### config.mk
export PLATFORM = sky130hd
export DESIGN_NAME = atd_isqrt
export DESIGN_NICKNAME = d
export VERILOG_FILES = /design/src/hdl/accel_tilt_deviation_assert.svh /design/src/hdl/atd_isqrt.sv
export SDC_FILE = /design/constraint.sdc
export NUM_CORES = 1
export LEC_CHECK = 0
export BUFFER_PORTS_ARGS = -buffer_cell sky130_fd_sc_hd__buf_2
export CAP_MARGIN = 20
export CORE_ASPECT_RATIO = 0.9
export CORE_MARGIN = 2
export CORE_UTILIZATION = 62
export CTS_CLUSTER_DIAMETER = 40
export DETAILED_ROUTE_END_ITERATION = 12
export PLACE_DENSITY = 0.83
export RECOVER_POWER = 100
export SYNTH_ARGS = -nofsm -noshare
export SYNTH_HDL_FRONTEND = slang
export SYNTH_SLANG_ARGS = --single-unit
### constraint.sdc
create_clock -name clk -period 9.5 [get_ports clk]
set_input_delay 0.95 -clock clk [delete_from_list [all_inputs] [get_ports clk]]
set_output_delay 0.95 -clock clk [all_outputs]
set_load 0.03 [all_outputs]
### src/hdl/accel_tilt_deviation_assert.svh
// ----------------------------------------------------------------------------
// Assertion macros for accel_tilt_deviation
// Shared assertion forms used by the top level.
// ----------------------------------------------------------------------------
`ifndef ACCEL_TILT_DEVIATION_ASSERT_SVH
`define ACCEL_TILT_DEVIATION_ASSERT_SVH

// assert that a condition implies a consequent in the same cycle
`define ATD_ASSERT_IMPL(lbl, ant, con) \
  lbl: assert property (@(posedge clk) disable iff (rst) (ant) |-> (con)) \
    else $error("assertion failed");

// assert that a condition implies a consequent in the next cycle
`define ATD_ASSERT_NEXT(lbl, ant, con) \
  lbl: assert property (@(posedge clk) disable iff (rst) (ant) |=> (con)) \
    else $error("assertion failed");

`endif

### src/hdl/atd_isqrt.sv
// ----------------------------------------------------------------------------
// atd_isqrt
// Bit-serial integer square root, one result bit per cycle.
// ----------------------------------------------------------------------------
`default_nettype none
module atd_isqrt (
  input  wire logic        clk,
  input  wire logic        rst,
  input  wire logic        start,
  input  wire logic [63:0] radicand,
  output logic             done,
  output logic [31:0]      root
);

  logic [63:0] rem;
  logic [63:0] res;
  logic [63:0] bitv;
  logic        busy;
  logic [63:0] trial;

  assign trial = res + bitv;

  // one digit per cycle: compare, subtract, shift
  always_ff @(posedge clk) begin
    if (rst) begin
      busy <= 1'b0;
      done <= 1'b0;
    end else begin
      done <= 1'b0;
      if (start) begin
        busy <= 1'b1;
        rem  <= radicand;
        res  <= '0;
        bitv <= 64'h4000_0000_0000_0000;
      end else if (busy) begin
        if (rem >= trial) begin
          rem <= rem - trial;
          res <= (res >> 1) + bitv;
        end else begin
          res <= res >> 1;
        end
        bitv <= bitv >> 2;
        if (bitv[1:0] != 2'b00) begin
          busy <= 1'b0;
          done <= 1'b1;
        end
      end
    end
  end

  assign root = (rem >= trial && busy) ? 32'd0 : res[31:0];

endmodule
`default_nettype wire

==> results by group <==
Outcome
  • Status: complete, but fails checks
  • Failing checks: capacitance limit, slew limit

Power and ir drop
  • Logic pwr share: 48.1%
  • Switching share of power: 43.3%
  • P_leak: 6.46 nW
  • Power Internal: 0.00188 W
  • Clk pwr share: 21.8%
  • VDD IR-drop max: about 150 uV
  • Flop pwr share: a little under a third
  • Pwr per Cell Area: 198 nW/um2
  • Psw: between 0.001 and 0.0015 W
  • Total power: between 0.003 and 0.004 W

Critical path
  • R2R Path End: rem[11]$_DFFE_PP_
  • Delay-heaviest family, CP: compound AO/OA/AOI/OAI gates
  • Max incr delay on CP: 1.32 ns
  • Setup crit end kind: flip-flop
  • CP Depth: 22
  • Crit path required time: around 9.6 ns
  • Worst R2R Path Depth: 22
  • Reg-to-Reg Start: bitv[0]$_SDFFCE_PP0P_
  • Worst Path Max Fanout: 66
  • Buf/Inv on CP: 2
  • Crit-path cells: ha_1, ha_1, a211oi_1, nor4_1, or3_1, o311ai_0, nor2b_1, nor2_1, o21ai_0, xor2_1, ha_1, nand2_1, o21ai_0, a21oi_1, o21ai_0, nor4_1, o21ai_0, a31o_2, buf_4, nor2_1, nor2_4, clkbuf_2
  • R2R Setup Slk: 1.62 ns
  • CP Capture Point: rem[11]$_DFFE_PP_
  • Critical Path Source: bitv[0]$_SDFFCE_PP0P_
  • Kind of critical path: flip-flop to flip-flop
  • Slowest-stage cell, CP: clkbuf_2
  • CP arrival: 7.93 ns
  • Critical Path Source Type: flip-flop
  • Cell mode on critical path: o21ai_0

Yosys
  • Post-Syn Instances: 1872
  • Post-synth EDFFs: 160
  • Synth top area cells: edfxtp_1 (31%), ha_1 (10%), nand2_1 (6.0%)
  • Post-synthesis async set-or-reset flop share: 0%
  • Mapped Nets: about 2100
  • Syn. warnings: 0
  • Yosys top cell area share: 30.6%
  • Synth Register Bits: 162
  • Mapped Area: roughly 16000 um2
  • Average size of a mapped cell: ~8.4 um2
  • Sequential area share after synthesis: 30.8%
  • Area leader, netlist: edfxtp_1
  • Top FF cell, synth: edfxtp_1
  • Synth cell types: 87

Layout
  • Area Growth Syn to Fin: 6.86%
  • Nets@finish: approximately 2100
  • Ant. Diodes: 0
  • Fin cells: 2265
  • Layout cells sized above 1: under 10%

Detailed routing
  • Routed len/inst: 19.7 um
  • First DRT Iteration DRCs: 1998
  • Residual DRC: 0
  • Via density: 6.50
  • Final WL: 44.6 mm
  • Via count: around 15000
  • Antenna Nets Post-Route: 0
  • Pre-Repair DR Iteration Count: 6

Place
  • Port buffer count: 99
  • Placed Cells incl. Taps: 2231
  • HPWL after DPL: 33.2 mm
  • Placement Setup Slack: 2.73 ns
  • Gpl congestion: 0.999

Die
  • Die width: 172 um
  • # IOs: 100
  • Std-Cell Rows: 55
  • Die Ht: 155 um
  • Core area: 25000 um2
  • Die Area: 26600 um2
  • Starting Density: 62.8%

Timing
  • Fin Clk Skew: 0.0172 ns
  • Slew @ Worst Pin: between 3 and 4 ns
  • Final Hold Vio Count: 0
  • Rel. slew slack: -156%
  • Final setup TNS: 0 ns
  • Crit share post-route: 82.9%
  • Min Hold Slack: 0.574 ns
  • RSZ-0062 raised after global routing: false
  • Setup ws final: approximately 1.6 ns
  • Count of pins over their slew limit: about 360
  • Final Setup Violations: 0
  • Minimum period implied by the final worst setup slack: 7.88 ns
  • Max frequency: 127 MHz

Global routing
  • First-pass GRT wire length: 70.5 mm
  • Largest net degree at the start of global routing: 128
  • Number of global-route vias before repair: around 13000
  • Total global-route track usage: 33.6%
  • Initial antenna violation count: 0
  • Overflow after GRT: 0

Clock tree
  • CTS Buffer Depth: 2
  • CTS Buf Count: 17
  • Clock net sink count: roughly 160
  • Clock Root Buffer: clkbuf_16
  • Hold-fix buffers, CTS: 0
  • Clock latency on the worst-skew pair: between 0.4 and 0.5 ns
  • CTS tree: done
  • H-tree levels: 4
  • Clock transition at path regs: 0.08 ns
  • Post-CTS Resized: 0
  • Post-CTS setup buffers: 0

Run
  • Max Cap Violations: 6

Worst hold path
  • Hold Crit Class: flip-flop to flip-flop
synthesized netlist by cell type, drive strengths merged, types with 19 or more instances:
cell / number
buf: 22
nand4: 36
nor3: 25
a31oi: 59
nor2b: 57
nor2: 157
edfxtp: 160
and2: 49
xor2: 93
and3: 19
clkbuf: 65
inv: 30
ha: 130
nand3: 38
nand2: 251
a21o: 50
xnor2: 80
o21bai: 39
a21oi: 157
o31ai: 21
a211oi: 22
o21ai: 165
registers in the layout (all words and copies together) (netlist names):
name  flops
rem      64
res      64
bitv     32
busy      1
done      1
cell families after synthesis:
family | share of synthesized area, %
fa+ha+maj | 10.5
buf+inv | 3.18
compound gates | 25.0
flops | 30.8
xor+xnor | 9.64
mux | 0.414
simple gates | 20.5
worst min-delay path by stage:
| stage | startpoint | end | slack (ns) | depth (start not counted) |
|---|---|---|---|---|
| after floorplan | busy$_SDFF_PP0_ | done$_SDFF_PP0_ | 0.47 | 1 |
| after global placement | bitv[0]$_SDFFCE_PP0P_ | busy$_SDFF_PP0_ | 0.56 | 1 |
| after detailed placement | busy$_SDFF_PP0_ | done$_SDFF_PP0_ | 0.55 | 1 |
| after CTS | busy$_SDFF_PP0_ | done$_SDFF_PP0_ | 0.56 | 1 |
| after global routing | busy$_SDFF_PP0_ | done$_SDFF_PP0_ | 0.59 | 1 |
| final | busy$_SDFF_PP0_ | done$_SDFF_PP0_ | 0.57 | 1 |
power groups by stage:
stage          combinational (W)  clock [W]  sequential (W)
3_5_place_dp             0.00156          0         0.00100
6_report                 0.00160   0.000722        0.000999
4_1_cts                  0.00158   0.000727        0.000991
2_1_floorplan            0.00124          0        0.000967
3_3_place_gp             0.00155          0         0.00100
5_1_grt                  0.00175   0.000754         0.00101
layout by cell type (no fill, tap or decap), types with 29 or more instances in the layout:
| master | synthesis | layout |
|---|---|---|
| o21ai_0 | 147 | 154 |
| a21oi_1 | 155 | 155 |
| buf_2 | 13 | 78 |
| nor2b_1 | 57 | 57 |
| ha_1 | 130 | 130 |
| o21bai_1 | 39 | 39 |
| a31oi_1 | 57 | 58 |
| edfxtp_1 | 160 | 160 |
| nand2_1 | 250 | 250 |
| xor2_1 | 93 | 93 |
| nand3_1 | 38 | 38 |
| xnor2_1 | 80 | 80 |
| inv_1 | 30 | 29 |
| nor2_1 | 155 | 155 |
| and2_1 | 49 | 35 |
| a21o_1 | 50 | 50 |
| nand4_1 | 35 | 35 |
worst reg2reg max path: stages, from the launching register on:
cell	delay, ns
edfxtp_1	0.47
ha_1	0.26
ha_1	0.23
a211oi_1	0.41
nor4_1	0.13
or3_1	0.44
o311ai_0	0.63
nor2b_1	0.25
nor2_1	0.05
o21ai_0	0.19
xor2_1	0.14
ha_1	0.46
nand2_1	0.09
o21ai_0	0.20
a21oi_1	0.10
o21ai_0	0.35
nor4_1	0.13
o21ai_0	0.29
a31o_2	0.24
buf_4	0.59
nor2_1	0.27
nor2_4	0.19
clkbuf_2	1.32
final cells by class:
cell class | instances | area [um2]
multi-input combinational | 1592 | 10300
fill | 2152 | 8250
sequential | 162 | 4840
timing repair buffer | 106 | 500
tap | 342 | 428
clock buffer | 17 | 425
clock inverter | 15 | 166
inverter | 31 | 118
metal layers:
layer  GRT usage, %  vias up  share of wire, %
li1               -     6974                 -
met1           52.8     6855                47
met2           47.4      814                41
met3           5.95       69                11
met4           8.44        0               1.9
met5              0        -                 0
per-stage QoR:
stage               area, um2  utilization (%)
floorplan               15700                -
global placement        16300             65.1
detailed placement      16300             65.1
CTS                     16900             67.5
global route            16800             67.1
finish                  16800             67.1
No activity file was read; power rests on OpenSTA's default activity.
