File: src/hdl/accel_tilt_deviation_assert.svh
// ----------------------------------------------------------------------------
// Assertion macros for accel_tilt_deviation
// Shared assertion forms used by the top level.
// ----------------------------------------------------------------------------
`ifndef ACCEL_TILT_DEVIATION_ASSERT_SVH
`define ACCEL_TILT_DEVIATION_ASSERT_SVH

// assert that a condition implies a consequent in the same cycle
`define ATD_ASSERT_IMPL(lbl, ant, con) \
  lbl: assert property (@(posedge clk) disable iff (rst) (ant) |-> (con)) \
    else $error("assertion failed");

// assert that a condition implies a consequent in the next cycle
`define ATD_ASSERT_NEXT(lbl, ant, con) \
  lbl: assert property (@(posedge clk) disable iff (rst) (ant) |=> (con)) \
    else $error("assertion failed");

`endif

File: src/hdl/atd_pkg.sv
// ----------------------------------------------------------------------------
// atd_pkg
// Types and constants shared by the tilt deviation block.
// ----------------------------------------------------------------------------
`default_nettype none
package atd_pkg;

  localparam int CordicSteps = 22;
  localparam int CordicW = 46;
  localparam logic signed [CordicW-1:0] GainInv = 46'sd652032874;
  localparam logic signed [CordicW-1:0] Deg180 = 46'sd11796480;

  // register indexes
  localparam logic [2:0] RegOffX = 3'd0;
  localparam logic [2:0] RegOffY = 3'd1;
  localparam logic [2:0] RegOffZ = 3'd2;
  localparam logic [2:0] RegThr  = 3'd3;
  localparam logic [2:0] RegLev  = 3'd4;

  // CORDIC operating mode
  typedef enum logic {
    MODE_VEC,
    MODE_ROT
  } cmode_t;

  // sequencer states
  typedef enum logic [4:0] {
    S_IDLE,
    S_SQ,
    S_SQRT,
    S_MAG,
    S_NORM,
    S_VEC,
    S_ANG,
    S_SIN,
    S_DEV,
    S_OUT
  } state_t;

  // atan(2^-i) in 1/65536 degree
  function automatic logic signed [CordicW-1:0] atan_lut(input logic [4:0] i);
    case (i)
      5'd0:  atan_lut = 46'sd2949120;
      5'd1:  atan_lut = 46'sd1740967;
      5'd2:  atan_lut = 46'sd919879;
      5'd3:  atan_lut = 46'sd466945;
      5'd4:  atan_lut = 46'sd234379;
      5'd5:  atan_lut = 46'sd117304;
      5'd6:  atan_lut = 46'sd58666;
      5'd7:  atan_lut = 46'sd29335;
      5'd8:  atan_lut = 46'sd14668;
      5'd9:  atan_lut = 46'sd7334;
      5'd10: atan_lut = 46'sd3667;
      5'd11: atan_lut = 46'sd1833;
      5'd12: atan_lut = 46'sd917;
      5'd13: atan_lut = 46'sd458;
      5'd14: atan_lut = 46'sd229;
      5'd15: atan_lut = 46'sd115;
      5'd16: atan_lut = 46'sd57;
      5'd17: atan_lut = 46'sd29;
      5'd18: atan_lut = 46'sd14;
      5'd19: atan_lut = 46'sd7;
      5'd20: atan_lut = 46'sd4;
      5'd21: atan_lut = 46'sd2;
      default: atan_lut = '0;
    endcase
  endfunction

  // start command for the CORDIC unit
  typedef struct packed {
    logic                       start;
    cmode_t                     mode;
    logic signed [CordicW-1:0]  x;
    logic signed [CordicW-1:0]  y;
    logic signed [CordicW-1:0]  z;
  } ccmd_t;

  // result of the CORDIC unit
  typedef struct packed {
    logic                       done;
    logic signed [CordicW-1:0]  y;
    logic signed [CordicW-1:0]  z;
  } cres_t;

endpackage
`default_nettype wire

File: src/hdl/atd_cordic.sv
// ----------------------------------------------------------------------------
// atd_cordic
// Shared iterative CORDIC, vectoring or rotation, one step per cycle.
// ----------------------------------------------------------------------------
`default_nettype none
module atd_cordic (
  input  wire logic           clk,
  input  wire logic           rst,
  input  wire atd_pkg::ccmd_t cmd,
  output atd_pkg::cres_t      res
);

  logic signed [atd_pkg::CordicW-1:0] x, y, z;
  logic [4:0]                         step;
  logic                               busy;
  logic                               finished;
  atd_pkg::cmode_t                    mode;
  logic                               dir;
  logic signed [atd_pkg::CordicW-1:0] xs, ys, at;

  assign xs  = x >>> step;
  assign ys  = y >>> step;
  assign at  = atd_pkg::atan_lut(step);
  assign dir = (mode == atd_pkg::MODE_VEC) ? (y > 0) : (z >= 0);

  // iterate up to CordicSteps steps; vectoring stops early once y reaches zero
  always_ff @(posedge clk) begin
    if (rst) begin
      busy     <= 1'b0;
      finished <= 1'b0;
    end else begin
      finished <= 1'b0;
      if (cmd.start) begin
        busy <= 1'b1;
        step <= '0;
        mode <= cmd.mode;
        if (cmd.mode == atd_pkg::MODE_VEC && cmd.x < 0) begin
          x <= -cmd.x;
          y <= -cmd.y;
          z <= (cmd.y >= 0) ? atd_pkg::Deg180 : -atd_pkg::Deg180;
        end else begin
          x <= cmd.x;
          y <= cmd.y;
          z <= cmd.z;
        end
      end else if (busy) begin
        if (mode == atd_pkg::MODE_VEC && y == 0) begin
          busy     <= 1'b0;
          finished <= 1'b1;
        end else begin
          if (dir) begin
            if (mode == atd_pkg::MODE_VEC) begin
              x <= x + ys;
              y <= y - xs;
              z <= z + at;
            end else begin
              x <= x - ys;
              y <= y + xs;
              z <= z - at;
            end
          end else begin
            if (mode == atd_pkg::MODE_VEC) begin
              x <= x - ys;
              y <= y + xs;
              z <= z - at;
            end else begin
              x <= x + ys;
              y <= y - xs;
              z <= z + at;
            end
          end
          step <= step + 5'd1;
          if (step == 5'(atd_pkg::CordicSteps - 1)) begin
            busy     <= 1'b0;
            finished <= 1'b1;
          end
        end
      end
    end
  end

  assign res = {finished, y, z};

endmodule
`default_nettype wire

File: config.mk
export PLATFORM = sky130hd
export DESIGN_NAME = atd_cordic
export DESIGN_NICKNAME = d
export VERILOG_FILES = /design/src/hdl/accel_tilt_deviation_assert.svh /design/src/hdl/atd_pkg.sv /design/src/hdl/atd_cordic.sv
export SDC_FILE = /design/constraint.sdc
export NUM_CORES = 1
export LEC_CHECK = 0
export ABC_CLOCK_PERIOD_IN_PS = 5150
export BUFFER_PORTS_ARGS = -buffer_cell sky130_fd_sc_hd__buf_2
export CAP_MARGIN = 20
export CORE_MARGIN = 2
export CORE_UTILIZATION = 37
export CTS_CLUSTER_SIZE = 40
export DETAILED_ROUTE_END_ITERATION = 10
export PLACE_DENSITY = 0.65
export SYNTH_ARGS = -nofsm -noshare
export SYNTH_HDL_FRONTEND = slang
export SYNTH_SLANG_ARGS = --single-unit
File: constraint.sdc
create_clock -name clk -period 5.15 [get_ports clk]
set_input_delay 0 -clock clk [delete_from_list [all_inputs] [get_ports clk]]
set_output_delay 0 -clock clk [all_outputs]
set_load 0.005 [all_outputs]
==> impl_metrics.yaml <==
cells_and_area:
  seqCellArea_um2: 4800
  finish.utilization: 0.471
  drive_gt1_frac: 0.222
  fin_area_um2: 35200
  fillerInstances: 7391
  area_delta_synth_final_pct: 25.3
  multi_input_area_um2: 22200
  nets: 4589
floorplan:
  core_area_um2: 74700
  fp.dieArea_um2: 78000
  die_w_um: 279
  io_pins: 235
  rows: 100
  initial_utilization: 0.376
  die-height_um: 279
logic_synthesis:
  syn_nets: 4081
  yosysWarnings: 0
  synth.top_cell.area_share: 0.154
  yosys-top-cells-area: "edfxtp_1 (15%), ha_1 (11%), a21oi_1 (7.0%), mux2i_1 (5.1%), xnor2_1 (4.8%)"
  ys_ff_latch: 168
  synth.yosys.seq_area_share: 0.171
  avgSynthCellArea_um2: 7.62
  ys_types: 87
  synth_edf_count: 144
  synth_top_cell_by_area: "edfxtp_1"
  netlist_area_um2: 28100
  synth-async-reset-ratio: 0
  synth-main-ff-cell: "edfxtp_1"
  postSynthCellCount: 3682
critical_path:
  critPathKind: "flop to flop"
  worstPathMaxFanout: 7
  crit_required_ns: 5.50
  start_kind: "flop"
  endpoint_kind: "flop"
  critPathLaunch: "step[1]$_SDFFCE_PP0P_"
  timing.rr.start: "step[1]$_SDFFCE_PP0P_"
  arrival_ns: 5.38
placement:
  dpl.hpwl_um: 87200
  globalplace.congestion: 1.02
  dpl_cell_area_um2: 32500
  numPortBuffers: 234
  post-place-ws_ns: -0.223
status:
  status: "completed"
grt:
  grt_max_degree: 107
  grt_pass1_wl_um: 170000
  grt_overflow: 0
  antenna_found_initial: 2
  grt_usage: 0.277
  grt_pass1_vias: 28992
timing:
  finalHoldViolCount: 0
  setup_viol: 0
  max_slew_margin: 0.215
  max_freq_mhz: 198
  tightestPinTransition_ns: 1.17
  fin_skew_ns: 0.0171
  fin_ws_ns: 0.112
  fin_crit_sh: 0.978
  drv_slew: 0
  period_needed_ns: 5.04
  grt_setup_unrepaired: "true"
routing:
  drt_wl_total_um: 112000
  via_per_inst: 5.89
  drt_first_iter_violations: 2842
  wl_per_cell_um: 21.6
  ant_nets: 0
  num_vias: 30455
  drc: 0
  first_pass_iters: 6
clocking:
  clock-root-buffer: "clkbuf_16"
  cts_max_level: 4
  cts_tree: "built"
  cts_buffer_depth: 2
  clk_pin_slew_worst_paths_ns: 0.09
  insertion_delay_ns: 0.52
  cts_made_buffers: 17
  cts_sinks: 168
job:
  max_cap_viol_count: 0
pwr:
  p_leak_nw: 14.8
  power_density_nw_per_um2: 516
  max-vdd-ir-drop_mv: 0.222
  power_w: 0.0181
hold_path:
  hp-class: "input pin to flop"
  min_from: "cmd[128]"
[where the power goes]
group	switching, W	total (W)	internal, W
logic	0.00806	0.0142	0.00611
clock network	0.000764	0.00147	0.000711
registers	0.000525	0.00249	0.00196
total	0.00934	0.0181	0.00878
[registers in the layout, summed over array words and instances, names as in the netlist]
signal	flops
at	22
busy	1
finished	1
mode	1
step	5
x	46
y	46
z	46
[logic make-up (layout without fill, tap and decap cells)]
| kind of cell | after synthesis | in the layout | synth area share |
|---|---|---|---|
| compound gates | 1193 | 1193 | 0.266 |
| xor+xnor | 222 | 222 | 0.0693 |
| fa+ha+maj | 257 | 257 | 0.116 |
| buf+inv | 481 | 1002 | 0.0651 |
| flops | 168 | 168 | 0.171 |
| mux | 295 | 295 | 0.133 |
| other cells | 0 | 1 | 0 |
| simple gates | 1066 | 1066 | 0.180 |
[cells in the final DEF, fill, tap and decap left out, types with 67 or more instances in the layout]
master and instances:
xor2_1 67, nand3_1 81, mux2_2 92, nor3_1 74, nor2_1 320, inv_1 250, a21oi_1 377, buf_4 344
xnor2_1 155, nand2_1 290, dlygate4sd3_1 111, edfxtp_1 144, o21ai_0 233, buf_2 233, mux2i_1 124, ha_1 246
[path summary, 6_finish.rpt]
path | end | slack (ns) | cells past startpoint
max | y[41]$_DFFE_PP_ | 0.11 | 21
min | x[36]$_DFFE_PP_ | 0.01 | 4
max reg2reg | y[41]$_DFFE_PP_ | 0.11 | 21
min reg2reg | finished$_SDFF_PP0_ | 0.50 | 2
[metal layers]
metal | wire [um] | vias to the layer above | GRT usage
met2 | 51200 | 1149 | 0.456
met5 | 11 | - | 0
met3 | 6770 | 286 | 0.0370
met4 | 6680 | 2 | 0.150
li1 | - | 14491 | -
met1 | 46900 | 14527 | 0.352
[repair_timing]
action / in CTS / in global routing
gates cloned: 0 / 3
buffers inserted: 0 / 10
resized for setup: 11 / 176
hold endpoints to repair: 113 / 0
pin swaps: 0 / 27
endpoints found under the setup margin: 22 / 49
hold buffers: 111 / 0
[area by class of cell]
type                    count  area share
diodes                      1   0.0000712
clock buffers              17      0.0121
clock inverters            15     0.00634
inverters                 258      0.0279
multi-input cells        3033       0.631
flip-flops and latches    168       0.137
well taps                 969      0.0345
repair buffers            712       0.151
[metrics by stage]
stage | setup TNS, ns | hold slack, ns | cells
after floorplan | 0 | 0.0989 | 3682
after global placement | -1.11 | 0.267 | 5016
after detailed placement | -1.50 | 0.267 | 5016
after CTS | 0 | 0.00761 | 5159
after global routing | -0.541 | 0.0509 | 5173
final | 0 | 0.0131 | 5173
[synthesized netlist by cell type (all sizes together) (79+ instances only)]
| master | n |
|---|---|
| xnor2 | 155 |
| nor2 | 326 |
| ha | 251 |
| mux2i | 143 |
| nand2 | 291 |
| mux2 | 101 |
| clkbuf | 171 |
| nor3 | 79 |
| o21ai | 264 |
| a21oi | 390 |
| nand3 | 82 |
| edfxtp | 144 |
| inv | 255 |
[critical path, cell delays in order, from the launching register on]
cell	delay, ns
edfxtp_1	0.43
buf_12	0.16
buf_8	0.13
buf_4	0.16
mux4_2	0.32
mux2_2	0.30
mux2i_1	0.25
mux2_4	0.23
ha_1	0.27
nor3b_4	0.29
o31ai_4	0.10
a2111oi_4	0.30
buf_4	0.16
o311ai_0	0.12
buf_4	0.17
a31oi_1	0.20
buf_4	0.17
a21oi_1	0.08
o21a_2	0.27
a211o_1	0.32
and2_1	0.16
o311ai_1	0.25
(Power assumes the default switching activity.)
